===== src/rtl/mur_pkg.sv =====
// Shared types, constants and register indexes for the multi-sensor ultrasonic ranger.
`timescale 1ns / 1ps

package mur_pkg;

	// configuration register indexes
	localparam int REG_IDX_W = 2;
	localparam logic [REG_IDX_W-1:0] REG_SLOT_LENGTH = 2'd0;
	localparam logic [REG_IDX_W-1:0] REG_TRIG_WIDTH  = 2'd1;
	localparam logic [REG_IDX_W-1:0] REG_ECHO_TIMEOUT = 2'd2;
	localparam logic [REG_IDX_W-1:0] REG_OOR_CODE    = 2'd3;

	localparam int SLOT_W    = 20;
	localparam int TRIG_W    = 8;
	localparam int ELAPSED_W = 16;
	localparam int DIST_W    = 16;
	localparam int CFG_DATA_W = SLOT_W;

	localparam logic [SLOT_W-1:0]    SLOT_LENGTH_RST  = 20'd70000;
	localparam logic [TRIG_W-1:0]    TRIG_WIDTH_RST   = 8'd10;
	localparam logic [ELAPSED_W-1:0] ECHO_TIMEOUT_RST = 16'd30000;
	localparam logic [DIST_W-1:0]    OOR_CODE_RST     = 16'hFFFF;
	localparam logic [DIST_W-1:0]    DIST_RST         = 16'hFFFF;

	// trigger slot pattern: front, left, front, right
	localparam int PATTERN_SLOTS = 4;
	localparam int STEP_W = $clog2(PATTERN_SLOTS);
	localparam int SENSOR_W = 2;
	localparam logic [SENSOR_W-1:0] SENSOR_FRONT = 2'd0;
	localparam logic [SENSOR_W-1:0] SENSOR_LEFT  = 2'd1;
	localparam logic [SENSOR_W-1:0] SENSOR_RIGHT = 2'd2;

	// d / 58 as (d * ceil(2^22 / 58)) >> 22, exact for d below 174762
	localparam int DIV58_SHIFT = 22;
	localparam int DIV58_MUL_W = 17;
	localparam logic [DIV58_MUL_W-1:0] DIV58_MUL = 17'd72316;
	localparam int DIV_PROD_W = ELAPSED_W + DIV58_MUL_W;
	localparam int QUOT_W = DIV_PROD_W - DIV58_SHIFT;

	typedef struct packed {
		logic [ELAPSED_W-1:0] timeout;
		logic [DIST_W-1:0]    oor_code;
	} echo_cfg_t;

	typedef struct packed {
		logic [DIST_W-1:0] dist_cm;
		logic              ready;
	} echo_stat_t;

	function automatic logic [SENSOR_W-1:0] slot_sensor(input logic [STEP_W-1:0] step);
		logic [SENSOR_W-1:0] s;
		case (step)
			2'd0: s = SENSOR_FRONT;
			2'd1: s = SENSOR_LEFT;
			2'd2: s = SENSOR_FRONT;
			2'd3: s = SENSOR_RIGHT;
			default: s = SENSOR_FRONT;
		endcase
		return s;
	endfunction

endpackage


===== src/rtl/mur_if.sv =====
// Valid/ready channel interfaces for the ranger's tick samples and results.
`timescale 1ns / 1ps

interface mur_sample_if;
	logic valid;
	logic ready;
	logic echo_front;
	logic echo_left;
	logic echo_right;
	logic clear_front;
	logic clear_left;
	logic clear_right;

	modport source (
		output valid, echo_front, echo_left, echo_right,
		output clear_front, clear_left, clear_right,
		input  ready
	);
	modport sink (
		input  valid, echo_front, echo_left, echo_right,
		input  clear_front, clear_left, clear_right,
		output ready
	);
endinterface

interface mur_result_if;
	logic        valid;
	logic        ready;
	logic        trig_front;
	logic        trig_left;
	logic        trig_right;
	logic [15:0] dist_front;
	logic [15:0] dist_left;
	logic [15:0] dist_right;
	logic        ready_front;
	logic        ready_left;
	logic        ready_right;

	modport source (
		output valid, trig_front, trig_left, trig_right,
		output dist_front, dist_left, dist_right,
		output ready_front, ready_left, ready_right,
		input  ready
	);
	modport sink (
		input  valid, trig_front, trig_left, trig_right,
		input  dist_front, dist_left, dist_right,
		input  ready_front, ready_left, ready_right,
		output ready
	);
endinterface


===== src/rtl/mur_echo.sv =====
// One echo channel: edge detect, saturating duration count, distance and ready flag.
`timescale 1ns / 1ps

module mur_echo
	import mur_pkg::*;
(
	input  logic       clk,
	input  logic       arst_n,
	input  logic       step,
	input  logic       level,
	input  logic       clear,
	input  echo_cfg_t  cfg,
	output echo_stat_t stat
);

	logic                  prev_q;
	logic                  busy_q;
	logic [ELAPSED_W-1:0]  elapsed_q;
	logic [DIST_W-1:0]     dist_q;
	logic                  ready_q;

	logic [ELAPSED_W-1:0]  elapsed_inc;
	logic                  fall;
	logic                  rise;
	logic                  done;
	logic [DIV_PROD_W-1:0] prod;
	logic [QUOT_W-1:0]     quot;
	logic                  in_range;
	logic [DIST_W-1:0]     dist_new;

	always_comb begin
		elapsed_inc = (busy_q && elapsed_q != '1) ? elapsed_q + 1'b1 : elapsed_q;
		fall = prev_q & ~level;
		rise = ~prev_q & level;
		done = fall & busy_q;
		prod = DIV_PROD_W'(elapsed_inc) * DIV_PROD_W'(DIV58_MUL);
		quot = prod[DIV_PROD_W-1:DIV58_SHIFT];
		in_range = (elapsed_inc != '0) && (elapsed_inc < cfg.timeout);
		if (done) begin
			dist_new = in_range ? DIST_W'(quot) : cfg.oor_code;
		end else begin
			dist_new = dist_q;
		end
	end

	// flag seen by the result is taken before this tick's clear
	assign stat.dist_cm = dist_new;
	assign stat.ready   = ready_q | done;

	always_ff @(posedge clk or negedge arst_n) begin
		if (!arst_n) begin
			prev_q    <= 1'b0;
			busy_q    <= 1'b0;
			elapsed_q <= '0;
			dist_q    <= DIST_RST;
			ready_q   <= 1'b0;
		end else if (step) begin
			prev_q    <= level;
			busy_q    <= done ? 1'b0 : (rise ? 1'b1 : busy_q);
			elapsed_q <= rise ? '0 : elapsed_inc;
			dist_q    <= dist_new;
			// a completion wins over a clear in the same tick
			ready_q   <= done | (ready_q & ~clear);
		end
	end

endmodule


===== src/rtl/multi_ultrasonic_ranger.sv =====
// Top level of the three-sensor ultrasonic ranger: trigger sequencer, echo channels, result register.
`timescale 1ns / 1ps

// Each sample transfer is one microsecond tick carrying the three echo levels and the
// ready-clear strobes; each tick produces exactly one result with the trigger levels,
// the last stored distance per sensor (centimetres, or the out-of-range code) and the
// ready flags as they stand before that tick's clears. A tick is taken every clock
// cycle: all state updates at the sample transfer and the result sits in a single
// output register, so sample ready is low only while that register holds a result
// that the sink is not taking. Triggers fire in slot order front, left, front, right,
// one slot every slot_length_us ticks, each high for trig_width_us ticks. The user
// makes configuration writes (cfg_we/cfg_index/cfg_data) while no tick is in flight;
// not enforced by the block. Indexes: 0 slot length, 1 trigger width, 2 echo timeout, 3 out-of-range code.

module multi_ultrasonic_ranger
	import mur_pkg::*;
(
	input  logic                  clk,
	input  logic                  arst_n,
	input  logic                  cfg_we,
	input  logic [REG_IDX_W-1:0]  cfg_index,
	input  logic [CFG_DATA_W-1:0] cfg_data,
	mur_sample_if.sink            sample,
	mur_result_if.source          result
);

	typedef struct packed {
		logic [2:0]        trig;
		logic [DIST_W-1:0] dist_front;
		logic [DIST_W-1:0] dist_left;
		logic [DIST_W-1:0] dist_right;
		logic [2:0]        ready;
	} res_t;

	logic [SLOT_W-1:0]    slot_length_q;
	logic [TRIG_W-1:0]    trig_width_q;
	echo_cfg_t            echo_cfg_q;

	logic [SLOT_W-1:0]    slot_timer_q;
	logic [STEP_W-1:0]    pattern_step_q;
	logic [TRIG_W-1:0]    pulse_timer_q;
	logic [SENSOR_W-1:0]  pulse_sensor_q;

	logic                 out_valid_q;
	res_t                 res_q;

	logic                 accept;
	logic [SLOT_W-1:0]    slot_inc;
	logic                 fire;
	logic [SLOT_W-1:0]    slot_next;
	logic [TRIG_W-1:0]    pulse_next;
	logic [SENSOR_W-1:0]  sensor_next;
	logic [STEP_W-1:0]    step_next;
	logic [2:0]           trig_next;
	echo_stat_t           stat_front;
	echo_stat_t           stat_left;
	echo_stat_t           stat_right;

	assign sample.ready = !out_valid_q || result.ready;
	assign accept = sample.valid && sample.ready;

	// configuration registers
	always_ff @(posedge clk or negedge arst_n) begin
		if (!arst_n) begin
			slot_length_q       <= SLOT_LENGTH_RST;
			trig_width_q        <= TRIG_WIDTH_RST;
			echo_cfg_q.timeout  <= ECHO_TIMEOUT_RST;
			echo_cfg_q.oor_code <= OOR_CODE_RST;
		end else if (cfg_we) begin
			case (cfg_index)
				REG_SLOT_LENGTH:  slot_length_q       <= cfg_data;
				REG_TRIG_WIDTH:   trig_width_q        <= cfg_data[TRIG_W-1:0];
				REG_ECHO_TIMEOUT: echo_cfg_q.timeout  <= cfg_data[ELAPSED_W-1:0];
				REG_OOR_CODE:     echo_cfg_q.oor_code <= cfg_data[DIST_W-1:0];
				default: ;
			endcase
		end
	end

	// slot sequencer and trigger pulse
	always_comb begin
		slot_inc = slot_timer_q + 1'b1;
		fire = (slot_inc >= slot_length_q);
		slot_next = fire ? '0 : slot_inc;
		if (fire) begin
			pulse_next  = trig_width_q;
			sensor_next = slot_sensor(pattern_step_q);
			step_next   = pattern_step_q + 1'b1;
		end else begin
			pulse_next  = (pulse_timer_q != '0) ? pulse_timer_q - 1'b1 : pulse_timer_q;
			sensor_next = pulse_sensor_q;
			step_next   = pattern_step_q;
		end
		trig_next[0] = (pulse_next != '0) && (sensor_next == SENSOR_FRONT);
		trig_next[1] = (pulse_next != '0) && (sensor_next == SENSOR_LEFT);
		trig_next[2] = (pulse_next != '0) && (sensor_next == SENSOR_RIGHT);
	end

	always_ff @(posedge clk or negedge arst_n) begin
		if (!arst_n) begin
			slot_timer_q   <= '0;
			pattern_step_q <= '0;
			pulse_timer_q  <= '0;
			pulse_sensor_q <= SENSOR_FRONT;
		end else if (accept) begin
			slot_timer_q   <= slot_next;
			pattern_step_q <= step_next;
			pulse_timer_q  <= pulse_next;
			pulse_sensor_q <= sensor_next;
		end
	end

	mur_echo u_echo_front (
		.clk    (clk),
		.arst_n (arst_n),
		.step   (accept),
		.level  (sample.echo_front),
		.clear  (sample.clear_front),
		.cfg    (echo_cfg_q),
		.stat   (stat_front)
	);

	mur_echo u_echo_left (
		.clk    (clk),
		.arst_n (arst_n),
		.step   (accept),
		.level  (sample.echo_left),
		.clear  (sample.clear_left),
		.cfg    (echo_cfg_q),
		.stat   (stat_left)
	);

	mur_echo u_echo_right (
		.clk    (clk),
		.arst_n (arst_n),
		.step   (accept),
		.level  (sample.echo_right),
		.clear  (sample.clear_right),
		.cfg    (echo_cfg_q),
		.stat   (stat_right)
	);

	// result register
	always_ff @(posedge clk or negedge arst_n) begin
		if (!arst_n) begin
			out_valid_q <= 1'b0;
		end else if (accept) begin
			out_valid_q <= 1'b1;
		end else if (result.ready) begin
			out_valid_q <= 1'b0;
		end
	end

	always_ff @(posedge clk) begin
		if (accept) begin
			res_q.trig       <= trig_next;
			res_q.dist_front <= stat_front.dist_cm;
			res_q.dist_left  <= stat_left.dist_cm;
			res_q.dist_right <= stat_right.dist_cm;
			res_q.ready      <= {stat_right.ready, stat_left.ready, stat_front.ready};
		end
	end

	assign result.valid       = out_valid_q;
	assign result.trig_front  = res_q.trig[0];
	assign result.trig_left   = res_q.trig[1];
	assign result.trig_right  = res_q.trig[2];
	assign result.dist_front  = res_q.dist_front;
	assign result.dist_left   = res_q.dist_left;
	assign result.dist_right  = res_q.dist_right;
	assign result.ready_front = res_q.ready[0];
	assign result.ready_left  = res_q.ready[1];
	assign result.ready_right = res_q.ready[2];

`ifndef SYNTH
	a_accept_gives_result: assert property (@(posedge clk) disable iff (!arst_n)
		accept |=> result.valid)
		else $error("sample transfer did not produce a result");

	a_one_trigger: assert property (@(posedge clk) disable iff (!arst_n)
		result.valid |-> $onehot0({result.trig_front, result.trig_left, result.trig_right}))
		else $error("more than one trigger high");

	a_seq_holds_idle: assert property (@(posedge clk) disable iff (!arst_n)
		!accept |=> ($stable(slot_timer_q) && $stable(pulse_timer_q)
			&& $stable(pattern_step_q)))
		else $error("sequencer moved without a sample transfer");

	a_no_trig_zero_pulse: assert property (@(posedge clk) disable iff (!arst_n)
		(accept && pulse_next == '0) |=> (res_q.trig == 3'b000))
		else $error("trigger high with expired pulse timer");
`endif

endmodule

===== src/flat_wrapper.sv =====
// flat-port wrapper written by rule: the top's interface ports become plain ports
module multi_ultrasonic_ranger_flat import mur_pkg::*;
  (clk, arst_n, cfg_we, cfg_index, cfg_data, sample_valid, sample_echo_front, sample_echo_left, sample_echo_right, sample_clear_front, sample_clear_left, sample_clear_right, sample_ready, result_valid, result_trig_front, result_trig_left, result_trig_right, result_dist_front, result_dist_left, result_dist_right, result_ready_front, result_ready_left, result_ready_right, result_ready);
  mur_sample_if sample_i ();
  mur_result_if result_i ();
  input  logic clk;
  input  logic arst_n;
  input  logic cfg_we;
  input  logic [REG_IDX_W-1:0] cfg_index;
  input  logic [CFG_DATA_W-1:0] cfg_data;
  input wire logic [$bits(sample_i.valid)-1:0] sample_valid;
  input wire logic [$bits(sample_i.echo_front)-1:0] sample_echo_front;
  input wire logic [$bits(sample_i.echo_left)-1:0] sample_echo_left;
  input wire logic [$bits(sample_i.echo_right)-1:0] sample_echo_right;
  input wire logic [$bits(sample_i.clear_front)-1:0] sample_clear_front;
  input wire logic [$bits(sample_i.clear_left)-1:0] sample_clear_left;
  input wire logic [$bits(sample_i.clear_right)-1:0] sample_clear_right;
  output wire logic [$bits(sample_i.ready)-1:0] sample_ready;
  output wire logic [$bits(result_i.valid)-1:0] result_valid;
  output wire logic [$bits(result_i.trig_front)-1:0] result_trig_front;
  output wire logic [$bits(result_i.trig_left)-1:0] result_trig_left;
  output wire logic [$bits(result_i.trig_right)-1:0] result_trig_right;
  output wire logic [$bits(result_i.dist_front)-1:0] result_dist_front;
  output wire logic [$bits(result_i.dist_left)-1:0] result_dist_left;
  output wire logic [$bits(result_i.dist_right)-1:0] result_dist_right;
  output wire logic [$bits(result_i.ready_front)-1:0] result_ready_front;
  output wire logic [$bits(result_i.ready_left)-1:0] result_ready_left;
  output wire logic [$bits(result_i.ready_right)-1:0] result_ready_right;
  input wire logic [$bits(result_i.ready)-1:0] result_ready;
  assign sample_i.valid = sample_valid;
  assign sample_i.echo_front = sample_echo_front;
  assign sample_i.echo_left = sample_echo_left;
  assign sample_i.echo_right = sample_echo_right;
  assign sample_i.clear_front = sample_clear_front;
  assign sample_i.clear_left = sample_clear_left;
  assign sample_i.clear_right = sample_clear_right;
  assign sample_ready = sample_i.ready;
  assign result_valid = result_i.valid;
  assign result_trig_front = result_i.trig_front;
  assign result_trig_left = result_i.trig_left;
  assign result_trig_right = result_i.trig_right;
  assign result_dist_front = result_i.dist_front;
  assign result_dist_left = result_i.dist_left;
  assign result_dist_right = result_i.dist_right;
  assign result_ready_front = result_i.ready_front;
  assign result_ready_left = result_i.ready_left;
  assign result_ready_right = result_i.ready_right;
  assign result_i.ready = result_ready;
  multi_ultrasonic_ranger u_core (.clk(clk), .arst_n(arst_n), .cfg_we(cfg_we), .cfg_index(cfg_index), .cfg_data(cfg_data), .sample(sample_i), .result(result_i));
endmodule

===== config.mk =====
export PLATFORM = sky130hd
export DESIGN_NAME = multi_ultrasonic_ranger_flat
export DESIGN_NICKNAME = d
export VERILOG_FILES = /design/src/rtl/mur_pkg.sv /design/src/rtl/mur_if.sv /design/src/rtl/mur_echo.sv /design/src/rtl/multi_ultrasonic_ranger.sv /design/src/flat_wrapper.sv
export SDC_FILE = /design/constraint.sdc
export NUM_CORES = 1
export LEC_CHECK = 0
export BUFFER_PORTS_ARGS = -buffer_cell sky130_fd_sc_hd__buf_2
export CAP_MARGIN = 40
export CORE_ASPECT_RATIO = 1.2
export CORE_MARGIN = 4
export CORE_UTILIZATION = 30
export DETAILED_ROUTE_END_ITERATION = 10
export HOLD_SLACK_MARGIN = 0.08
export PLACE_DENSITY = 0.44
export SYNTH_ARGS = -nofsm -noshare
export SYNTH_HDL_FRONTEND = slang
export SYNTH_HIERARCHICAL = 1
export SYNTH_SLANG_ARGS = --single-unit

===== constraint.sdc =====
create_clock -name clk -period 8.3 [get_ports clk]
set_input_delay 0 -clock clk [delete_from_list [all_inputs] [get_ports clk]]
set_output_delay 0 -clock clk [all_outputs]
set_load 0.01 [all_outputs]

==> results of run 1 <==
cells in the final DEF (no fill, tap or decap), drive strengths merged, types with 64 or more instances in the layout:
cell and instances:
ha 395, fa 216, xor2 67, nand3 64
nand2 260, inv 507, dlygate4sd3 66, o21ai 180
nor2 126, a21oi 107, dfrtp 119, buf 181
xnor2 90, dfstp 79
registers in the layout, summed over array words and instances (netlist names), 8 cells and up:
| register | cells |
|---|---|
| u_core/u_echo_right/elapsed_q | 16 |
| u_core/pulse_timer_q | 8 |
| u_core/u_echo_front/dist_q | 16 |
| u_core/u_echo_left/dist_q | 16 |
| u_core/echo_cfg_q | 32 |
| u_core/result.dist_front | 16 |
| u_core/u_echo_left/elapsed_q | 16 |
| u_core/slot_timer_q | 20 |
| u_core/result.dist_right | 16 |
| u_core/result.dist_left | 16 |
| u_core/u_echo_right/dist_q | 16 |
| u_core/slot_length_q | 20 |
| u_core/trig_width_q | 8 |
| u_core/u_echo_front/elapsed_q | 16 |
area by class of cell:
type                       instances  area share, %
multi-input combinational       2164          59.43
sequential                       252          20.52
inverter                         504          5.829
timing repair buffer             247          5.810
tap                             1250          4.807
clock buffer                      43          2.911
clock inverter                    21         0.6691
antenna                            3        0.02307
worst max-delay path by stage:
| stage | cells after the start | endpoint | slack, ps | start |
|---|---|---|---|---|
| finish | 25 | u_core/result.dist_right[10] | 380 | u_core/u_echo_right/elapsed_q[6] |
| global placement | 27 | u_core/result.dist_right[10] | 420 | u_core/u_echo_right/elapsed_q[1] |
| floorplan | 29 | u_core/result.dist_front[8] | 880 | u_core/u_echo_front/elapsed_q[3] |
| global route | 24 | u_core/result.dist_right[10] | -60 | u_core/u_echo_right/busy_q |
| detailed placement | 24 | u_core/result.dist_right[10] | 370 | u_core/u_echo_right/busy_q |
| CTS | 24 | u_core/result.dist_right[10] | 280 | u_core/u_echo_right/busy_q |
critical path, delay by kind of cell (launching register included):
family | cells | cell delay (ps)
flip-flops | 1 | 550
XOR/XNOR | 3 | 560
buffers and inverters | 4 | 260
AO/OA/AOI/OAI | 7 | 1730
AND/OR/NAND/NOR | 4 | 1400
adder cells (fa/ha/maj) | 7 | 3130
cell families after synthesis:
kind of cell,synth area share [%]
and+or+nand+nor,13.25
adders and majority gates,32.71
buffers and inverters,8.705
AOI/OAI and AO/OA,13.17
DFF,23.46
xor gates and xnor gates,5.403
muxes,3.311
per-stage QoR:
| stage | cells | setup slack (ps) | setup TNS, ps | instance area [µm²] | utilization (%) |
|---|---|---|---|---|---|
| floorplan | 3026 | 879.0 | 0 | 28460 | - |
| finish | 4484 | 376.1 | 0 | 32540 | 34.66 |
| CTS | 4481 | 275.4 | 0 | 32500 | 34.62 |
| detailed placement | 4350 | 369.3 | 0 | 30660 | 32.66 |
| global placement | 4341 | 421.0 | 0 | 30520 | 32.51 |
| global route | 4481 | -62.54 | -62.54 | 32530 | 34.65 |
power by group through the flow:
stage / clock (W) / combinational [W] / sequential (W)
6_report: 0.00155 / 0.00232 / 0.00192
5_1_grt: 0.00164 / 0.00267 / 0.00195
4_1_cts: 0.00159 / 0.00235 / 0.00192
3_5_place_dp: 0 / 0.00228 / 0.00193
3_3_place_gp: 0 / 0.00229 / 0.00193
2_1_floorplan: 0 / 0.00162 / 0.00181
what timing repair did:
action,in CTS,in global routing
hold endpoints to repair,181,0
gates resized for setup,0,8
hold buffers,67,0
setup endpoints to repair,0,16
layer usage:
layer | vias up | wire (µm)
met5 | - | 13
met2 | 405 | 42820
li1 | 10730 | -
met4 | 2 | 2720
met1 | 10783 | 39990
met3 | 124 | 3059
==> results.yml, run 1 <==
sta:
  setup_viol: 0
  finalCriticalPeriod_ps: 7924
  final.setup_skew_ps: 34.66
  rsz0062_at_grt: "yes"
  worst_pin_slew_ps: 885.9
  hold_viol: 0
  post-route-period-util_pct: 95.47
  whs_ps: 123.1
  slew_viol_final: 0
  fmax_mhz: 126.2
  max_slew_margin_pct: 40.77
logic_synthesis:
  syn-instance-count: 3026
  dominantRegCellSynth: "dfrtp_1"
  yosys.area.top_type: "ha_1"
  ys_types: 114
  synth_seq_cells: 252
  synthTopCellsByCount: "501 x inv_1, 395 x ha_1, 259 x nand2_1"
  async_flop_share_pct: 78.57
  synth_area_um2: 28460
  yosysMostFrequentCell: "inv_1"
  yosysTopAreaCellShare_pct: 17.37
  ys_seq_area_share_pct: 23.46
  synth_area_leaders: "ha_1 17%, fa_1 15%, dfrtp_1 10%"
  avgSynthCellArea_um2: 9.405
  yosys_warnings: 6
  synth_edf_count: 54
  syn_nets: 3670
grt:
  antenna_found_initial: 12
  grt_max_degree: 77
  grt_pass1_vias: 23035
  grt_pass1_wl_um: 138500
  met2_usage_pct: 30.46
  grt.total_usage_pct: 17.87
  met3_usage_pct: 2.024
  grt-ovfl-total: 0
  top_usage_layer: "met2"
  met1_usage_pct: 23.96
final_layout:
  layout.area.seq_um2: 6676
  multi_input_area_um2: 19340
  drive_above_1_share_pct: 13.53
  final_nets: 3848
  nFillCells: 9745
  syn_to_final_growth_pct: 14.34
cts:
  clkTransAtPathRegs_ps: 60
  cts.sinks: 252
  cts_buffers: 35
  cts_max_level: 2
  postCtsSetupRepairBufs: 0
  clk_latency_ps: 570
  cts_buffer_depth: 3
  cts_tree: "built"
  cts_root_buffer: "clkbuf_16"
worst_setup_path:
  end_kind: "flop"
  critPathMaxStageDelay_ps: 560
  r2r_slack_ps: 380
  crit_slowest_cell: "fa_1"
  cp_max_fo: 9
  cp_data_required_time_ps: 8590
  reg2reg_depth: 25
  critPathLaunchType: "flop"
  cpMostUsedCell: "fa_1"
  r2r_start: "u_core/u_echo_right/elapsed_q[6]"
  r2r_end: "u_core/result.dist_right[10]"
  setup.worst_path.class: "reg2reg"
  crit_arrival_ps: 8210
floorplanning:
  core_area_um2: 93880
  initial_core_util_pct: 30.31
  die-area_um2: 99870
  die_w_um: 289.2
  rows: 123
  num_io_pins: 89
  die_h_um: 345.4
route:
  dr_total_vias: 22044
  drt_first_pass_iters: 7
  wl_per_cell_um: 19.76
  vias_per_cell: 4.916
  drc: 0
  drt_iter0_markers: 1263
  final_antenna_net_count: 0
  wl_um: 88610
power:
  p_clk_share_pct: 26.7
  seqPwrFrac_pct: 33.1
  p_sw_share_pct: 39.86
  peakVddDrop_uv: 148.5
  p_int_w: 0.003478
  finalPower_w: 0.005783
  p_per_area_nw_per_um2: 177.7
  p_switching_w: 0.002305
  power_leakage_nw: 16.73
  power_frac_comb_pct: 40.1
run_status:
  outcome: "finished clean"
place:
  portBuffers: 88
  hpwl_um: 70290
  gp_congestion: 0.8132
hold_path:
  hold_path.class: "in2reg"
  hold_depth: 5
  hold_end: "u_core/slot_timer_q[8]"
  hold_start: "result_ready"
flow_run:
  cap_violations: 0
(Power assumes the default switching activity.)
==> run 2, diff against run 1 <==
- SYNTH_HIERARCHICAL: 1 -> not set
==> run 2 against run 1 <==
  * Critical path depth rose by 4
  * Sequential cell count stayed put
  * Maximum frequency is 1.1% lower
  * Sequential share of layout area is 0.44 points higher
  * Largest cell class unchanged
==> results.yml, run 2 <==
flow_run:
  cap_violations: 0
place:
  dp_slack_ps: 168.9
  dp.cells: 4245
  portBuffers: 88
  hpwl_um: 67170
  gp_congestion: 0.8583
sta:
  post-route-period-util_pct: 96.53
  setup-tns-final_ps: 0
  final.setup_skew_ps: 25.37
  fmax_mhz: 124.8
  rsz0062_at_grt: "yes"
  slew_viol_final: 0
  finalCriticalPeriod_ps: 8012
  setup_slack_ps: 287.9
  worst_pin_slew_ps: 890.4
  hold_viol: 0
  setup_viol: 0
  max_slew_margin_pct: 40.64
grt:
  grt_pass1_wl_um: 129700
  grt_pass1_vias: 21848
  antenna_found_initial: 6
  grt.total_usage_pct: 17.10
  grt-ovfl-total: 0
  grt_max_degree: 131
final_layout:
  utilization_pct: 35.06
  final-instance-count-excl-fill: 4379
  final_cell_mix: "479 x inv_1, 415 x ha_1, 302 x nand2_1, 216 x fa_1, 186 x o21ai_0"
  largest_register_ffs: 32
  top_regs: "u_core.echo_cfg_q x32, u_core.slot_length_q x20, u_core.slot_timer_q x20"
  regMostFlops: "u_core.echo_cfg_q"
  layout_commonest_cell: "inv_1"
  syn_to_final_growth_pct: 15.74
  final_nets: 3848
  drive_above_1_share_pct: 13.40
power:
  p_sw_share_pct: 41.63
  p_clk_share_pct: 22.7
  peakVddDrop_uv: 124.6
  p_switching_w: 0.002691
  seqPwrFrac_pct: 29.6
  finalPower_w: 0.006464
  p_per_area_nw_per_um2: 203.0
  power_frac_comb_pct: 47.6
  power_leakage_nw: 16.76
  p_int_w: 0.003773
worst_setup_path:
  crit_start: "u_core.u_echo_front.elapsed_q[0]"
  crit_arrival_ps: 8490
  cp_data_required_time_ps: 8780
  r2r_start: "u_core.u_echo_front.elapsed_q[0]"
  critPathLaunchType: "flop"
  end_kind: "flop"
  critPathMaxStageDelay_ps: 690
  crit_slowest_cell: "or4b_2"
  setup.worst_path.class: "reg2reg"
  path_delay_family: "adder cells"
  path_buf_inv: 5
  cp_max_fo: 8
route:
  drt_first_pass_iters: 5
  drc: 0
  vias_per_cell: 4.873
  final_antenna_net_count: 0
  wl_per_cell_um: 18.98
  dr_total_vias: 21338
  wl_um: 83120
  drt_iter0_markers: 970
cts:
  clk_latency_ps: 560
  clkTransAtPathRegs_ps: 60
  cts_buffers: 34
  cts_root_buffer: "clkbuf_16"
  cts_tree: "built"
  cts.sinks: 252
  cts_buffer_depth: 3
  cts_max_level: 2
logic_synthesis:
  synth_area_um2: 27520
  synth_seq_cells: 252
  synth_edf_count: 54
  yosys.area.top_type: "ha_1"
  syn-instance-count: 2965
  dominantRegCellSynth: "dfrtp_1"
  yosysTopAreaCellShare_pct: 18.87
  ys_types: 84
  async_flop_share_pct: 78.57
  yosys_warnings: 0
  yosysMostFrequentCell: "inv_1"
  synth_area_leaders: "ha_1 19%, fa_1 16%, dfrtp_1 11%"
  ys_seq_area_share_pct: 24.26
  avgSynthCellArea_um2: 9.280
  syn_nets: 3629
  synthTopCellsByCount: "479 x inv_1, 415 x ha_1, 303 x nand2_1"
run_status:
  outcome: "finished clean"
floorplanning:
  rows: 121
  initial_core_util_pct: 30.29
  core_area_um2: 90840
  die-area_um2: 96650
  num_io_pins: 89
  die_h_um: 339.8
  die_w_um: 284.5
hold_path:
  hold_start: "cfg_index[1]"
  hold_path.class: "in2reg"
-- run 2: cell type report --
class | count | area, µm²
Tap cell | 1168 | 1461
Multi-Input combinational cell | 2143 | 18710
Antenna cell | 1 | 2.502
Inverter | 482 | 1812
Sequential cell | 252 | 6675
Fill cell | 9426 | 58990
Timing Repair Buffer | 271 | 2077
Clock inverter | 15 | 150.1
Clock buffer | 47 | 960.9
-- run 2: timing repair --
item                                    in CTS  in global routing
endpoints found under the setup margin       0                 26
setup buffers                                0                  1
gates resized for setup                      0                 15
hold buffers                                70                  0
endpoints found under the hold margin      172                  0
-- run 2: path summary, 6_finish.rpt --
path                                                  endpoint  slack, ps  cells past startpoint
worst max-delay path            u_core.u_echo_front.dist_q[10]        290                     29
worst min-delay path                  u_core.slot_length_q[10]        130                      4
worst max register to register  u_core.u_echo_front.dist_q[10]        290                     29
worst min register to register    u_core.u_echo_left.dist_q[6]        460                      2
max in group asynchronous          u_core.u_echo_right.ready_q       6850                      4
min in group asynchronous             u_core.slot_length_q[16]        560                      3
-- run 2: metrics by stage --
step,hold WS (ps),area [µm²]
after floorplan,-295.6,27520
after CTS,87.45,31790
after global routing,129.0,31850
after detailed placement,22.70,29960
after global placement,18.47,29840
final,130.5,31850
-- run 2: logic make-up (layout without fill, tap and decap cells) --
logic type | count (synthesis) | in the layout | share of synthesized area [%]
AOI/OAI and AO/OA | 562 | 562 | 12.71
xor gates and xnor gates | 135 | 135 | 4.352
adders and majority gates | 631 | 631 | 34.59
buffers and inverters | 570 | 815 | 7.985
DFF | 252 | 252 | 24.26
muxes | 91 | 91 | 3.538
other | 0 | 1 | 0
and+or+nand+nor | 724 | 724 | 12.57
-- run 2: worst reg2reg max path, delay by kind of cell, from the launching register on --
kind	cells	cell delay, ps
and+or+nand+nor	6	2170
xor gates and xnor gates	2	320
buffers and inverters	5	420
AOI/OAI and AO/OA	8	1450
DFF	1	450
adders and majority gates	8	3120
-- run 2: per-layer routing --
layer | vias to the layer above | GRT usage [%] | wire length, µm
met3 | 102 | 2.102 | 2951
met4 | 6 | 4.370 | 2326
li1 | 10526 | - | -
met2 | 397 | 28.59 | 38620
met1 | 10307 | 23.51 | 39190
met5 | - | 0 | 34
-- run 2: power groups by stage --
stage	sequential (W)	combinational (W)	clock, W
final	0.00191	0.00308	0.00147
after CTS	0.00191	0.00313	0.00152
after detailed placement	0.00193	0.00306	0
after floorplan	0.00185	0.00217	0
after global routing	0.00196	0.00360	0.00157
after global placement	0.00193	0.00304	0
